==> src/sv/von_mises_stress_defines.svh <==
// Assertion helpers, all clocked on clk_i and disabled while rst_ni is low.
`ifndef VON_MISES_STRESS_DEFINES_SVH
`define VON_MISES_STRESS_DEFINES_SVH

`ifndef SYNTHESIS

`define VMS_ASSERT(lbl, prop) \
  lbl: assert property (@(posedge clk_i) disable iff (!rst_ni) prop) \
    else $error("vms assertion failed");

`define VMS_ASSERT_IMP(lbl, ante, cons) \
  `VMS_ASSERT(lbl, (ante) |-> (cons))

`define VMS_ASSERT_NXT(lbl, ante, cons) \
  `VMS_ASSERT(lbl, (ante) |=> (cons))

`else

`define VMS_ASSERT(lbl, prop)
`define VMS_ASSERT_IMP(lbl, ante, cons)
`define VMS_ASSERT_NXT(lbl, ante, cons)

`endif

`endif

==> src/sv/vms_fifo.sv <==
`default_nettype none

`include "von_mises_stress_defines.svh"

module vms_fifo #(
  parameter int WIDTH = 8,
  parameter int DEPTH = 4
) (
  input  wire logic             clk_i,
  input  wire logic             rst_ni,
  input  wire logic             push_i,
  input  wire logic [WIDTH-1:0] wdata_i,
  output logic                  full_o,
  input  wire logic             pop_i,
  output logic [WIDTH-1:0]      rdata_o,
  output logic                  empty_o
);

  localparam int PTR_W = (DEPTH > 1) ? $clog2(DEPTH) : 1;
  localparam int CNT_W = $clog2(DEPTH + 1);
  localparam logic [PTR_W-1:0] LAST = PTR_W'(DEPTH - 1);
  localparam logic [CNT_W-1:0] FULL_CNT = CNT_W'(DEPTH);

  logic [WIDTH-1:0] mem_q [DEPTH];
  logic [PTR_W-1:0] wr_ptr_q, wr_ptr_d, rd_ptr_q, rd_ptr_d;
  logic [CNT_W-1:0] cnt_q, cnt_d;

  assign full_o  = (cnt_q == FULL_CNT);
  assign empty_o = (cnt_q == '0);
  assign rdata_o = mem_q[rd_ptr_q];

  always_comb begin
    wr_ptr_d = wr_ptr_q;
    rd_ptr_d = rd_ptr_q;
    cnt_d    = cnt_q;
    if (push_i) begin
      wr_ptr_d = (wr_ptr_q == LAST) ? '0 : wr_ptr_q + 1'b1;
    end
    if (pop_i) begin
      rd_ptr_d = (rd_ptr_q == LAST) ? '0 : rd_ptr_q + 1'b1;
    end
    case ({push_i, pop_i})
      2'b10:   cnt_d = cnt_q + 1'b1;
      2'b01:   cnt_d = cnt_q - 1'b1;
      default: cnt_d = cnt_q;
    endcase
  end

  always_ff @(posedge clk_i or negedge rst_ni) begin
    if (!rst_ni) begin
      wr_ptr_q <= '0;
      rd_ptr_q <= '0;
      cnt_q    <= '0;
    end else begin
      wr_ptr_q <= wr_ptr_d;
      rd_ptr_q <= rd_ptr_d;
      cnt_q    <= cnt_d;
    end
  end

  always_ff @(posedge clk_i) begin
    if (push_i) begin
      mem_q[wr_ptr_q] <= wdata_i;
    end
  end

  `VMS_ASSERT(a_cnt_range, cnt_q <= FULL_CNT)
  `VMS_ASSERT_IMP(a_no_overflow, push_i, !full_o)
  `VMS_ASSERT_IMP(a_no_underflow, pop_i, !empty_o)

endmodule

`default_nettype wire

==> config.mk <==
export PLATFORM = sky130hd
export DESIGN_NAME = vms_fifo
export DESIGN_NICKNAME = d
export VERILOG_FILES = /design/src/sv/vms_fifo.sv
export VERILOG_INCLUDE_DIRS = /design/src /design/src/sv
export SDC_FILE = /design/constraint.sdc
export NUM_CORES = 1
export LEC_CHECK = 0
export ABC_AREA = 1
export BUFFER_PORTS_ARGS = -buffer_cell sky130_fd_sc_hd__buf_2
export CORE_ASPECT_RATIO = 0.8
export CORE_UTILIZATION = 50
export CTS_CLUSTER_SIZE = 10
export DETAILED_ROUTE_END_ITERATION = 6
export PLACE_DENSITY_LB_ADDON = 0.2
export SLEW_MARGIN = 20
export SYNTH_ARGS = -nofsm -noshare
export SYNTH_HDL_FRONTEND = slang
export SYNTH_SLANG_ARGS = --single-unit
==> constraint.sdc <==
create_clock -name clk_i -period 1.32 [get_ports clk_i]
set_input_delay 0.132 -clock clk_i [delete_from_list [all_inputs] [get_ports clk_i]]
set_output_delay 0.132 -clock clk_i [all_outputs]
set_load 0.01 [all_outputs]
==> impl_summary.log <==
[metrics] total of endpoints with negative setup slack in the final report: 8
[metrics] leakage power summed over all cells: 0.945 nW
[metrics] Arrival @ worst endpoint: about 1.3 ns
[metrics] Setup TNS Final: -0.725 ns
[metrics] number of antenna diodes: 0
[metrics] outcome: finished with violations
[metrics] Longest Clk Path Bufs: 2
[metrics] most frequent cells after synthesis: nand2_1 (36), edfxtp_1 (32), inv_1 (29), o211ai_1 (16), dfrtp_1 (7)
[metrics] routed wire length per instance: between 10 and 15 µm
[metrics] Top Usage Layer GRT: met2
[metrics] placed wire-length estimate: approximately 1900 µm
[metrics] average cell area after synthesis: ~12 µm²
[metrics] cell area after synthesis: 1710 µm²
[metrics] final core area utilization: 66.0%
[metrics] Hold Slack: 0.0533 ns
[metrics] worst skew pair latency: 0.29 ns
[metrics] number of antenna violations at the first check in global routing: 0
[metrics] least setup slack across all paths after layout: -0.115 ns
[metrics] async set-or-reset flop fraction in the synthesized netlist: 17.9%
[metrics] library cell used as clock root buffer: clkbuf_8
[metrics] Layout Area Growth over Synthesis: 22.4%
[metrics] overall die area: 3670 µm²
[metrics] maximum number of pins on one net before global-route repair: 22
[metrics] Hold WC Path Type: in2reg
[metrics] synthesized netlist net count: 165
[metrics] cell area reported after detailed placement: 1960 µm²
[metrics] CP Launch Type: flip-flop
[metrics] Final GP Congestion: 0.688
[metrics] MaxCap Viol Count: 0
[metrics] die boundary width: 67.4 µm
[metrics] Die Y-Extent: 54.4 µm
[metrics] total wire length after detailed routing: 2770 µm
[metrics] most frequent cell after synthesis: nand2_1
[metrics] number of sinks driven by the clock tree: 39
[metrics] Synth Instances: 146
[metrics] clock skew after layout: 0.00551 ns
[metrics] wire length of the first global-routing pass: about 4400 µm
[metrics] vias per inst: between 4 and 5
[metrics] slew at the pin with the worst max-slew slack: ~0.19 ns
[metrics] biggest area consumer among synthesized cells: edfxtp_1
[metrics] highest clock rate: 697 MHz
[metrics] leftover overflow at the end of global routing: 0
[metrics] Post-synth EDFFs: 32
[metrics] Iter 0 DRT Violations: 34
[metrics] Ys Warns: 0
[metrics] Most used DFF post-synth: edfxtp_1
[metrics] DR pass1 iterations: 4
[metrics] portion of the post-synthesis area used by sequential elements: between 60% and 70%
[metrics] initial cell density of the core: 53.9%
[metrics] critical path launch point: rd_ptr_q[0]
[metrics] reg2reg path depth: 5
[metrics] antenna-violating nets left: 0
[metrics] Synth top area share: a little under three fifths
[metrics] core outline area: 3180 µm²
[metrics] violations in the final reports: setup timing
[metrics] post-layout min period: 1.44 ns
[metrics] Unique masters post-synth: 18
[metrics] R2R Setup Slk: 0.10 ns
[metrics] global-route total usage across every layer: ~18%
[metrics] met3 Track Usage GR: 6.88%
[metrics] highest ir drop seen on vdd: 1.08 mV
[metrics] input/output buffers: 21
[metrics] number of levels in the clock H-tree: 2
[metrics] routing usage on met2: 30.2%
[metrics] total power: about 4.2 mW
[metrics] worst relative slew slack: 87.2%
[metrics] Cell Pwr Density: 2000 nW/µm²
[metrics] RSZ-0062 raised after global routing: yes
[metrics] R2R Path Start: wr_ptr_q[0]
[metrics] number of hold violations in the final report: 0
[metrics] highest fanout seen on the critical path: 21
[metrics] number of clock buffers inserted by TritonCTS: 5
[metrics] pre-CTS worst setup slack: 0.0404 ns
[metrics] synthesis-stage register bit count: 39
[metrics] met1 track utilization from global routing: 20.9%
[metrics] hold endpoint: mem_q[0][0]
[metrics] via count of the first global-routing pass: 969
[metrics] critical path required time: 1.19 ns
[metrics] capture point of the worst reg-to-reg path: mem_q[2][1]
[metrics] share of layout cells above drive strength 1: between 20% and 30%
[metrics] drt drc: 0
[metrics] most area-consuming cells after synthesis: edfxtp_1 (56%), dfrtp_1 (10%), nand2_1 (7.9%)
[metrics] clock input transition at the sequential cells of the worst setup and hold paths: 0.07 ns
[metrics] I/O pins: 22
[metrics] routed vias: 1092
[metrics] row cnt: 18
[metrics] Placed Instances: 212
[metrics] HP Start: wdata_i[0]
[metrics] ratio of final minimum period to clock period: 109%
[metrics] post-route non-filler standard cell count: 223
[metrics] final-stage net count: ~200
[metrics] CTS tree: built
[metrics] final max-slew violation count: 0
[metrics] worst hold path depth: 1
[metrics] class of the most critical setup path: reg2out
[metrics] element type at the critical path end: primary output
[metrics] Final Cell Area: between 2000 and 2500 µm²
## worst max-delay path by stage
stage | endpoint | cells after the start
finish | rdata_o[0] | 6
global route | rdata_o[0] | 6
CTS | rdata_o[5] | 6
detailed placement | cnt_q[2] | 9
global placement | cnt_q[2] | 9
floorplan | cnt_q[2] | 9
## layout by cell type (no fill, tap or decap)
cell / Yosys / final
clkbuf_1: 0 / 1
xnor2_1: 1 / 1
nand2_1: 36 / 31
buf_12: 0 / 5
inv_4: 0 / 1
edfxtp_1: 32 / 32
o211ai_1: 16 / 16
nor3_2: 0 / 1
inv_2: 2 / 2
nand2_2: 0 / 5
nor2_1: 1 / 1
nor3_1: 2 / 1
o21ai_0: 5 / 5
clkinv_2: 0 / 1
dlygate4sd3_1: 0 / 1
clkbuf_8: 0 / 5
dfrtp_2: 0 / 1
nand4_1: 1 / 1
buf_6: 3 / 1
dfrtp_1: 7 / 6
fa_2: 0 / 1
ha_1: 6 / 6
nand3_1: 1 / 1
buf_2: 1 / 21
inv_1: 29 / 28
a21oi_1: 1 / 1
clkinvlp_4: 0 / 1
buf_4: 1 / 6
## final cells by class
cell class | count | area [µm²]
clock buffer | 6 | 72.6
fill | 234 | 1080
sequential | 39 | 1140
multi-input combinational | 71 | 434
timing repair buffer | 34 | 272
clock inverter | 2 | 12.5
tap | 40 | 50.0
inverter | 31 | 119
## cells by family after synthesis
kind of cell	share of synthesized area, %
AOI/OAI and AO/OA	8.77
xor gates and xnor gates	0.511
adders and majority gates	5.55
buffers and inverters	9.50
DFF	66.3
and+or+nand+nor	9.35
## routing by layer
| layer | wire length [µm] | vias to the layer above |
|---|---|---|
| met5 | 0 | - |
| met4 | 54 | 0 |
| met3 | 101 | 6 |
| met2 | 1340 | 19 |
| met1 | 1270 | 509 |
| li1 | - | 558 |
## worst max-delay path, stage by stage (launching register included)
cell	delay, ns
dfrtp_1	0.39
inv_2	0.10
buf_12	0.15
nand2_1	0.06
o211ai_1	0.08
nand2_1	0.08
buf_2	0.15
## power by group
part           internal [mW]  switching, mW
clock                  0.368          0.391
sequential              1.64          0.158
combinational          0.741          0.892
## timing repair
item | in CTS | in global routing
buffers inserted | 1 | 1
hold buffers | 1 | 0
hold endpoints to repair | 7 | 0
endpoints found under the setup margin | 8 | 18
resized for setup | 4 | 7
pin swaps | 1 | 2
## state kept, by name, summed over array words and instances (netlist names)
name and flops:
rd_ptr_q 2, wr_ptr_q 2, mem_q 32, cnt_q 3
Note: power is estimated with default switching activity, not from simulation.
