`config.mk`:
```
export PLATFORM = sky130hd
export DESIGN_NAME = vms_back
export DESIGN_NICKNAME = d
export VERILOG_FILES = /design/src/sv/vms_pkg.sv /design/src/sv/vms_back.sv
export VERILOG_INCLUDE_DIRS = /design/src /design/src/sv
export SDC_FILE = /design/constraint.sdc
export NUM_CORES = 2
export LEC_CHECK = 0
export BUFFER_PORTS_ARGS = -buffer_cell sky130_fd_sc_hd__buf_2
export CAP_MARGIN = 15
export CORE_UTILIZATION = 59
export CTS_BUF_LIST = sky130_fd_sc_hd__clkbuf_4 sky130_fd_sc_hd__clkbuf_8
export DETAILED_ROUTE_END_ITERATION = 12
export HOLD_SLACK_MARGIN = 0.03
export PLACE_DENSITY = 0.78
export SLEW_MARGIN = 10
export SYNTH_ARGS = -nofsm -noshare
export SYNTH_HDL_FRONTEND = slang
export SYNTH_SLANG_ARGS = --single-unit
```
`constraint.sdc`:
```
create_clock -name clk_i -period 62.7 [get_ports clk_i]
set_input_delay 12.54 -clock clk_i [delete_from_list [all_inputs] [get_ports clk_i]]
set_output_delay 12.54 -clock clk_i [all_outputs]
set_load 0.02 [all_outputs]
```
`src/sv/von_mises_stress_defines.svh`:
```
// Assertion helpers, all clocked on clk_i and disabled while rst_ni is low.
`ifndef VON_MISES_STRESS_DEFINES_SVH
`define VON_MISES_STRESS_DEFINES_SVH

`ifndef SYNTHESIS

`define VMS_ASSERT(lbl, prop) \
  lbl: assert property (@(posedge clk_i) disable iff (!rst_ni) prop) \
    else $error("vms assertion failed");

`define VMS_ASSERT_IMP(lbl, ante, cons) \
  `VMS_ASSERT(lbl, (ante) |-> (cons))

`define VMS_ASSERT_NXT(lbl, ante, cons) \
  `VMS_ASSERT(lbl, (ante) |=> (cons))

`else

`define VMS_ASSERT(lbl, prop)
`define VMS_ASSERT_IMP(lbl, ante, cons)
`define VMS_ASSERT_NXT(lbl, ante, cons)

`endif

`endif

```
`src/sv/vms_pkg.sv`:
```
`default_nettype none

package vms_pkg;

  localparam logic [1:0] DIM_INVALID = 2'd0;
  localparam logic [1:0] DIM_1D      = 2'd1;
  localparam logic [1:0] DIM_2D      = 2'd2;
  localparam logic [1:0] DIM_3D      = 2'd3;
  localparam logic [1:0] DIM_RESET   = DIM_3D;

  localparam int MODE_W = 2;

  // what the back end does with a word
  typedef enum logic [MODE_W-1:0] {
    MODE_ERR  = 2'd0,
    MODE_PASS = 2'd1,
    MODE_ROOT = 2'd2
  } mode_e;

  typedef struct packed {
    logic  valid;
    mode_e mode;
  } ctrl_t;

endpackage

`default_nettype wire

```
`src/sv/vms_back.sv`:
```
`default_nettype none

`include "von_mises_stress_defines.svh"

module vms_back #(
  parameter int W = 24
) (
  input  wire logic                          clk_i,
  input  wire logic                          rst_ni,
  input  wire logic                          empty_i,
  input  wire logic [vms_pkg::MODE_W+W+2*W+1:0] word_i,
  output logic                               pop_o,
  output logic                               out_valid_o,
  input  wire logic                          out_ready_i,
  output logic signed [W+1:0]                equiv_stress_o,
  output logic                               dim_error_o
);

  localparam int QW = 2 * W + 2;
  localparam int RB = W + 1;
  localparam int OW = W + 2;
  localparam logic [OW-1:0] MOST_NEG = {1'b1, {(OW-1){1'b0}}};

  vms_pkg::ctrl_t      ctl_q  [RB];
  logic [QW-1:0]       rm_q   [RB];
  logic [RB-1:0]       root_q [RB];
  logic signed [W-1:0] a_q    [RB];

  logic                out_valid_q;
  logic [OW-1:0]       equiv_q;
  logic                err_q;
  vms_pkg::mode_e      omode_q;
  logic                en;

  // one stall for the whole square-root pipe, set by the output register
  assign en          = !out_valid_q || out_ready_i;
  assign pop_o       = en && !empty_i;
  assign out_valid_o = out_valid_q;
  assign equiv_stress_o = equiv_q;
  assign dim_error_o = err_q;

  // one root bit per stage, most significant first; rm holds q - root^2
  for (genvar k = 0; k < RB; k++) begin : g_stage
    localparam int B = RB - 1 - k;

    vms_pkg::ctrl_t      ctl_in;
    logic [QW-1:0]       rm_in;
    logic [RB-1:0]       root_in;
    logic signed [W-1:0] a_in;
    logic [QW-1:0]       trial;
    logic                take;

    if (k == 0) begin : g_first
      assign ctl_in.valid = pop_o;
      assign ctl_in.mode  = vms_pkg::mode_e'(word_i[QW+W +: vms_pkg::MODE_W]);
      assign rm_in        = word_i[QW-1:0];
      assign root_in      = '0;
      assign a_in         = word_i[QW +: W];
    end else begin : g_next
      assign ctl_in  = ctl_q[k-1];
      assign rm_in   = rm_q[k-1];
      assign root_in = root_q[k-1];
      assign a_in    = a_q[k-1];
    end

    // (root + 2^B)^2 - root^2, lower root bits still zero
    assign trial = (QW'(root_in) << (B + 1)) | ({{(QW-1){1'b0}}, 1'b1} << (2 * B));
    assign take  = (rm_in >= trial);

    always_ff @(posedge clk_i or negedge rst_ni) begin
      if (!rst_ni) begin
        ctl_q[k] <= '0;
      end else if (en) begin
        ctl_q[k] <= ctl_in;
      end
    end

    always_ff @(posedge clk_i) begin
      if (en) begin
        rm_q[k]   <= take ? rm_in - trial : rm_in;
        root_q[k] <= take ? (root_in | ({{(RB-1){1'b0}}, 1'b1} << B)) : root_in;
        a_q[k]    <= a_in;
      end
    end
  end

  always_ff @(posedge clk_i or negedge rst_ni) begin
    if (!rst_ni) begin
      out_valid_q <= 1'b0;
    end else if (en) begin
      out_valid_q <= ctl_q[RB-1].valid;
    end
  end

  always_ff @(posedge clk_i) begin
    if (en) begin
      omode_q <= ctl_q[RB-1].mode;
      case (ctl_q[RB-1].mode)
        vms_pkg::MODE_ERR: begin
          equiv_q <= MOST_NEG;
          err_q   <= 1'b1;
        end
        vms_pkg::MODE_PASS: begin
          equiv_q <= OW'(a_q[RB-1]);
          err_q   <= 1'b0;
        end
        default: begin
          equiv_q <= {1'b0, root_q[RB-1]};
          err_q   <= 1'b0;
        end
      endcase
    end
  end

  `VMS_ASSERT_IMP(a_err_value, out_valid_q && err_q, equiv_q == MOST_NEG)
  `VMS_ASSERT_IMP(a_root_nonneg, out_valid_q && omode_q == vms_pkg::MODE_ROOT, !equiv_q[OW-1])
  `VMS_ASSERT_NXT(a_stall_holds, !en && ctl_q[RB-1].valid, ctl_q[RB-1].valid)

endmodule

`default_nettype wire

```
==> results.sh <==
export IMPL_finalSetupViolations=0
export IMPL_hold_path_class="flop to flop"
export IMPL_p_per_area_mw_per_mm2=52.7
export IMPL_grt_total_usage_pct=22.1
export IMPL_ys_seq_area_share_pct=70.1
export IMPL_cp_cell_sequence="buf_2, nor2b_4, buf_4, nor2_1, buf_2"
export IMPL_dr_total_vias=54000
export IMPL_start_kind="input port"
export IMPL_switching_share_pct=32.3
export IMPL_cp_common_cell="buf_2"
export IMPL_rsz0062_at_grt="false"
export IMPL_drc=0
export IMPL_post_drt_wl_per_cell_um=19.2
export IMPL_min_period_over_period_pct=41.9
export IMPL_p_clk_share_pct=21.4
export IMPL_cp_max_fo=67
export IMPL_cp_arrival_ns=13.74
export IMPL_hold_path_end="a_q[14][21]"
export IMPL_coreArea_sq_mm=0.159
export IMPL_numClockSinks=2228
export IMPL_rr_worst_depth=8
export IMPL_synth_top_cell_by_area="edfxtp_1"
export IMPL_switchingPower_uw=1780
export IMPL_grtUsageMet2_pct=38.4
export IMPL_crit_path_top_delay_cell="buf_4"
export IMPL_cp_required_ns=50.16
export IMPL_gp_congestion=0.917
export IMPL_fp_dieW_um=403
export IMPL_syn_avg_cell_area_sq_um=14.4
export IMPL_yosys_top_cells_area="edfxtp_1 (68%), ha_1 (4.6%), xor2_1 (2.7%)"
export IMPL_max_freq_ghz=0.0381
export IMPL_period_minus_slack_ns=26.28
export IMPL_clkSlewWorstSetupHoldPaths_ns=0.06
export IMPL_slew_viol_final=0
export IMPL_ir_worst_vdd_uv=40.4
export IMPL_synth_cell_type_count=90
export IMPL_placed_cell_area_sq_mm=0.0980
export IMPL_min_from="a_q[13][21]"
export IMPL_first_iter_violations=4290
export IMPL_synth_ff_type="edfxtp_1"
export IMPL_synth_edf_count=2152
export IMPL_critPathTopFamily="buffers and inverters"
export IMPL_whs_path_depth=0
export IMPL_ios=109
export IMPL_post_cts_setup_buffers=0
export IMPL_synth_seq_cells=2228
export IMPL_die_area_sq_mm=0.162
export IMPL_io_buffers=108
export IMPL_netlist_area_sq_mm=0.0949
export IMPL_start_util_pct=59.6
export IMPL_post_drt_via_cell_ratio=5.76
export IMPL_area_growth_pct=10.4
export IMPL_p_seq_share_pct=52.0
export IMPL_nets=7403
export IMPL_cts_buffers=358
export IMPL_async_flop_share_pct=3.41
export IMPL_post_dp_hpwl_um=127000
export IMPL_use_met3_pct=3.59
export IMPL_cts_tree="built"
export IMPL_finalInstanceArea_sq_mm=0.105
export IMPL_synth_top_area_share_pct=68.1
export IMPL_fill_cells=11000
export IMPL_syn_nets=7029
export IMPL_finalHoldViolations=0
export IMPL_r2r_end="a_q[16][21]"
export IMPL_clk_latency_ns=1.04
export IMPL_dr_pass1_iters=6
export IMPL_drv_cap=0
export IMPL_utilization_pct=65.8
export IMPL_die_height_um=403
export IMPL_intPower_uw=3730
export IMPL_path_class="input port to output port"
export IMPL_rows=146
export IMPL_clockBufferDepth=4
export IMPL_grt_pass1_vias=53500
export IMPL_grt_pass1_wl_um=282000
export IMPL_p_leak_uw=0.0396
export IMPL_rrSetupSlack_ns=56.37
export IMPL_p_comb_share_pct=26.7
export IMPL_finalSetupTns_ns=0
export IMPL_gr_usage_met1_pct=26.8
export IMPL_clock_root_buffer="clkbuf_8"
export IMPL_status="complete, no violations"
export IMPL_antenna_found_initial=5
export IMPL_ant_nets=0
export IMPL_busiest_layer="met2"
export IMPL_wl_um=180000
export IMPL_skew_ns=0.0830
export IMPL_synth_cells=6603
export IMPL_final_layout_size_suffix_gt1_share_pct=11.9
export IMPL_ctsHtreeMaxLevel=5
export IMPL_r2r_start="out_valid_o"
export IMPL_critPathMaxStageDelay_ns=0.66
export IMPL_hold_buffers=0
export IMPL_tightest_slew_ns=1.12
export IMPL_critPathBufInv=3
export IMPL_grt_max_degree=203
export IMPL_grt_remaining_overflow=0
export IMPL_max_slew_margin_pct=24.7
export IMPL_endpoint_kind="output port"
export IMPL_ctsResizeCount=0
export IMPL_yosysWarnings=0
Yosys cell counts (32+ instances only):
cell type and instances:
edfxtp_1 2152, nand2_1 464, inv_1 433, o21ai_0 362, ha_1 346, xor2_1 294
nor2_1 254, a21oi_1 247, xnor2_1 216, nor4_1 205, nor3_1 169, clkbuf_1 108
a21o_1 104, mux2_2 104, nand4_1 87, nand3_1 78, dfrtp_1 76, o21a_1 74
or3_1 68, nand2b_1 62, or4_1 55, nor2b_1 51, o31ai_1 45, nor4b_1 35
a211oi_1 33, or2_2 32
power groups by stage:
stage	registers, uW	clock network [uW]	logic, uW
floorplan	3210	0	1120
global placement	2860	0	1410
detailed placement	2900	0	1460
CTS	2870	1210	1470
global route	2930	1270	1630
finish	2870	1180	1470
state kept, by name, summed over array words and instances (netlist names):
name            count
rm_q             1200
root_q            325
a_q               600
out_valid_o         1
equiv_stress_o     26
dim_error_o         1
ctl_q              75
cell families after synthesis:
group           Yosys count  synth area share [%]
compound gates         1116                  7.42
flops                  2228                  70.1
xor+xnor                510                  4.71
fa+ha+maj               346                  4.56
mux                     117                  1.37
simple gates           1712                  9.52
buf+inv                 574                  2.33
worst max-delay path by stage:
stage / start / end / slack (ns) / depth (start not counted)
6_report: out_ready_i / pop_o / 36.42 / 5
3_5_place_dp: out_ready_i / pop_o / 36.41 / 5
5_1_grt: out_ready_i / pop_o / 36.32 / 5
2_1_floorplan: out_ready_i / ctl_q[0] / 19.59 / 4
3_3_place_gp: out_ready_i / pop_o / 36.42 / 5
4_1_cts: out_ready_i / pop_o / 36.41 / 5
routing by layer:
| layer | vias to the layer above | wire length, um |
|---|---|---|
| met3 | 470 | 8530 |
| met2 | 1504 | 90800 |
| met4 | 0 | 8210 |
| met1 | 26200 | 72500 |
| li1 | 25800 | - |
| met5 | - | 0 |
cells in the final DEF (no fill, tap or decap), types with 35 or more instances in the layout:
cell | netlist | final
buf_2 | 11 | 107
or4_1 | 55 | 55
a21oi_1 | 247 | 247
edfxtp_1 | 2152 | 2152
clkbuf_4 | 0 | 113
nor2_1 | 254 | 252
dfrtp_1 | 76 | 76
xnor2_1 | 216 | 216
inv_1 | 433 | 432
nand2_1 | 464 | 464
a21o_1 | 104 | 104
nand2b_1 | 62 | 62
nand3_1 | 78 | 78
nor4_1 | 205 | 202
buf_4 | 4 | 38
o31ai_1 | 45 | 45
or3_1 | 68 | 68
nand4_1 | 87 | 87
clkbuf_8 | 0 | 373
nor4b_1 | 35 | 35
clkinv_1 | 1 | 76
nor2b_1 | 51 | 50
o21a_1 | 74 | 73
ha_1 | 346 | 346
xor2_1 | 294 | 294
nor3_1 | 169 | 168
mux2_2 | 104 | 104
o21ai_0 | 362 | 362
cell type report:
class / count / area [sq um] / share of cell area, %
Antenna cell: 3 / 7.51 / 0.00717
Clock inverter: 119 / 743 / 0.709
Tap cell: 2146 / 2690 / 2.56
Timing Repair Buffer: 151 / 936 / 0.893
Clock buffer: 486 / 5980 / 5.71
Multi-Input combinational cell: 3801 / 26200 / 25.0
Sequential cell: 2228 / 66500 / 63.5
Inverter: 437 / 1650 / 1.58
through the flow:
step | cells | power (uW) | hold slack (ns) | setup slack, ns
after floorplan | 6603 | 4320 | 0.400 | 19.59
after global placement | 8762 | 4280 | 0.400 | 36.42
after detailed placement | 8762 | 4350 | 0.405 | 36.41
after CTS | 9367 | 5550 | 0.385 | 36.41
after global routing | 9370 | 5830 | 0.389 | 36.32
final | 9371 | 5520 | 0.374 | 36.42
Power figures use the tool's default switching activity.
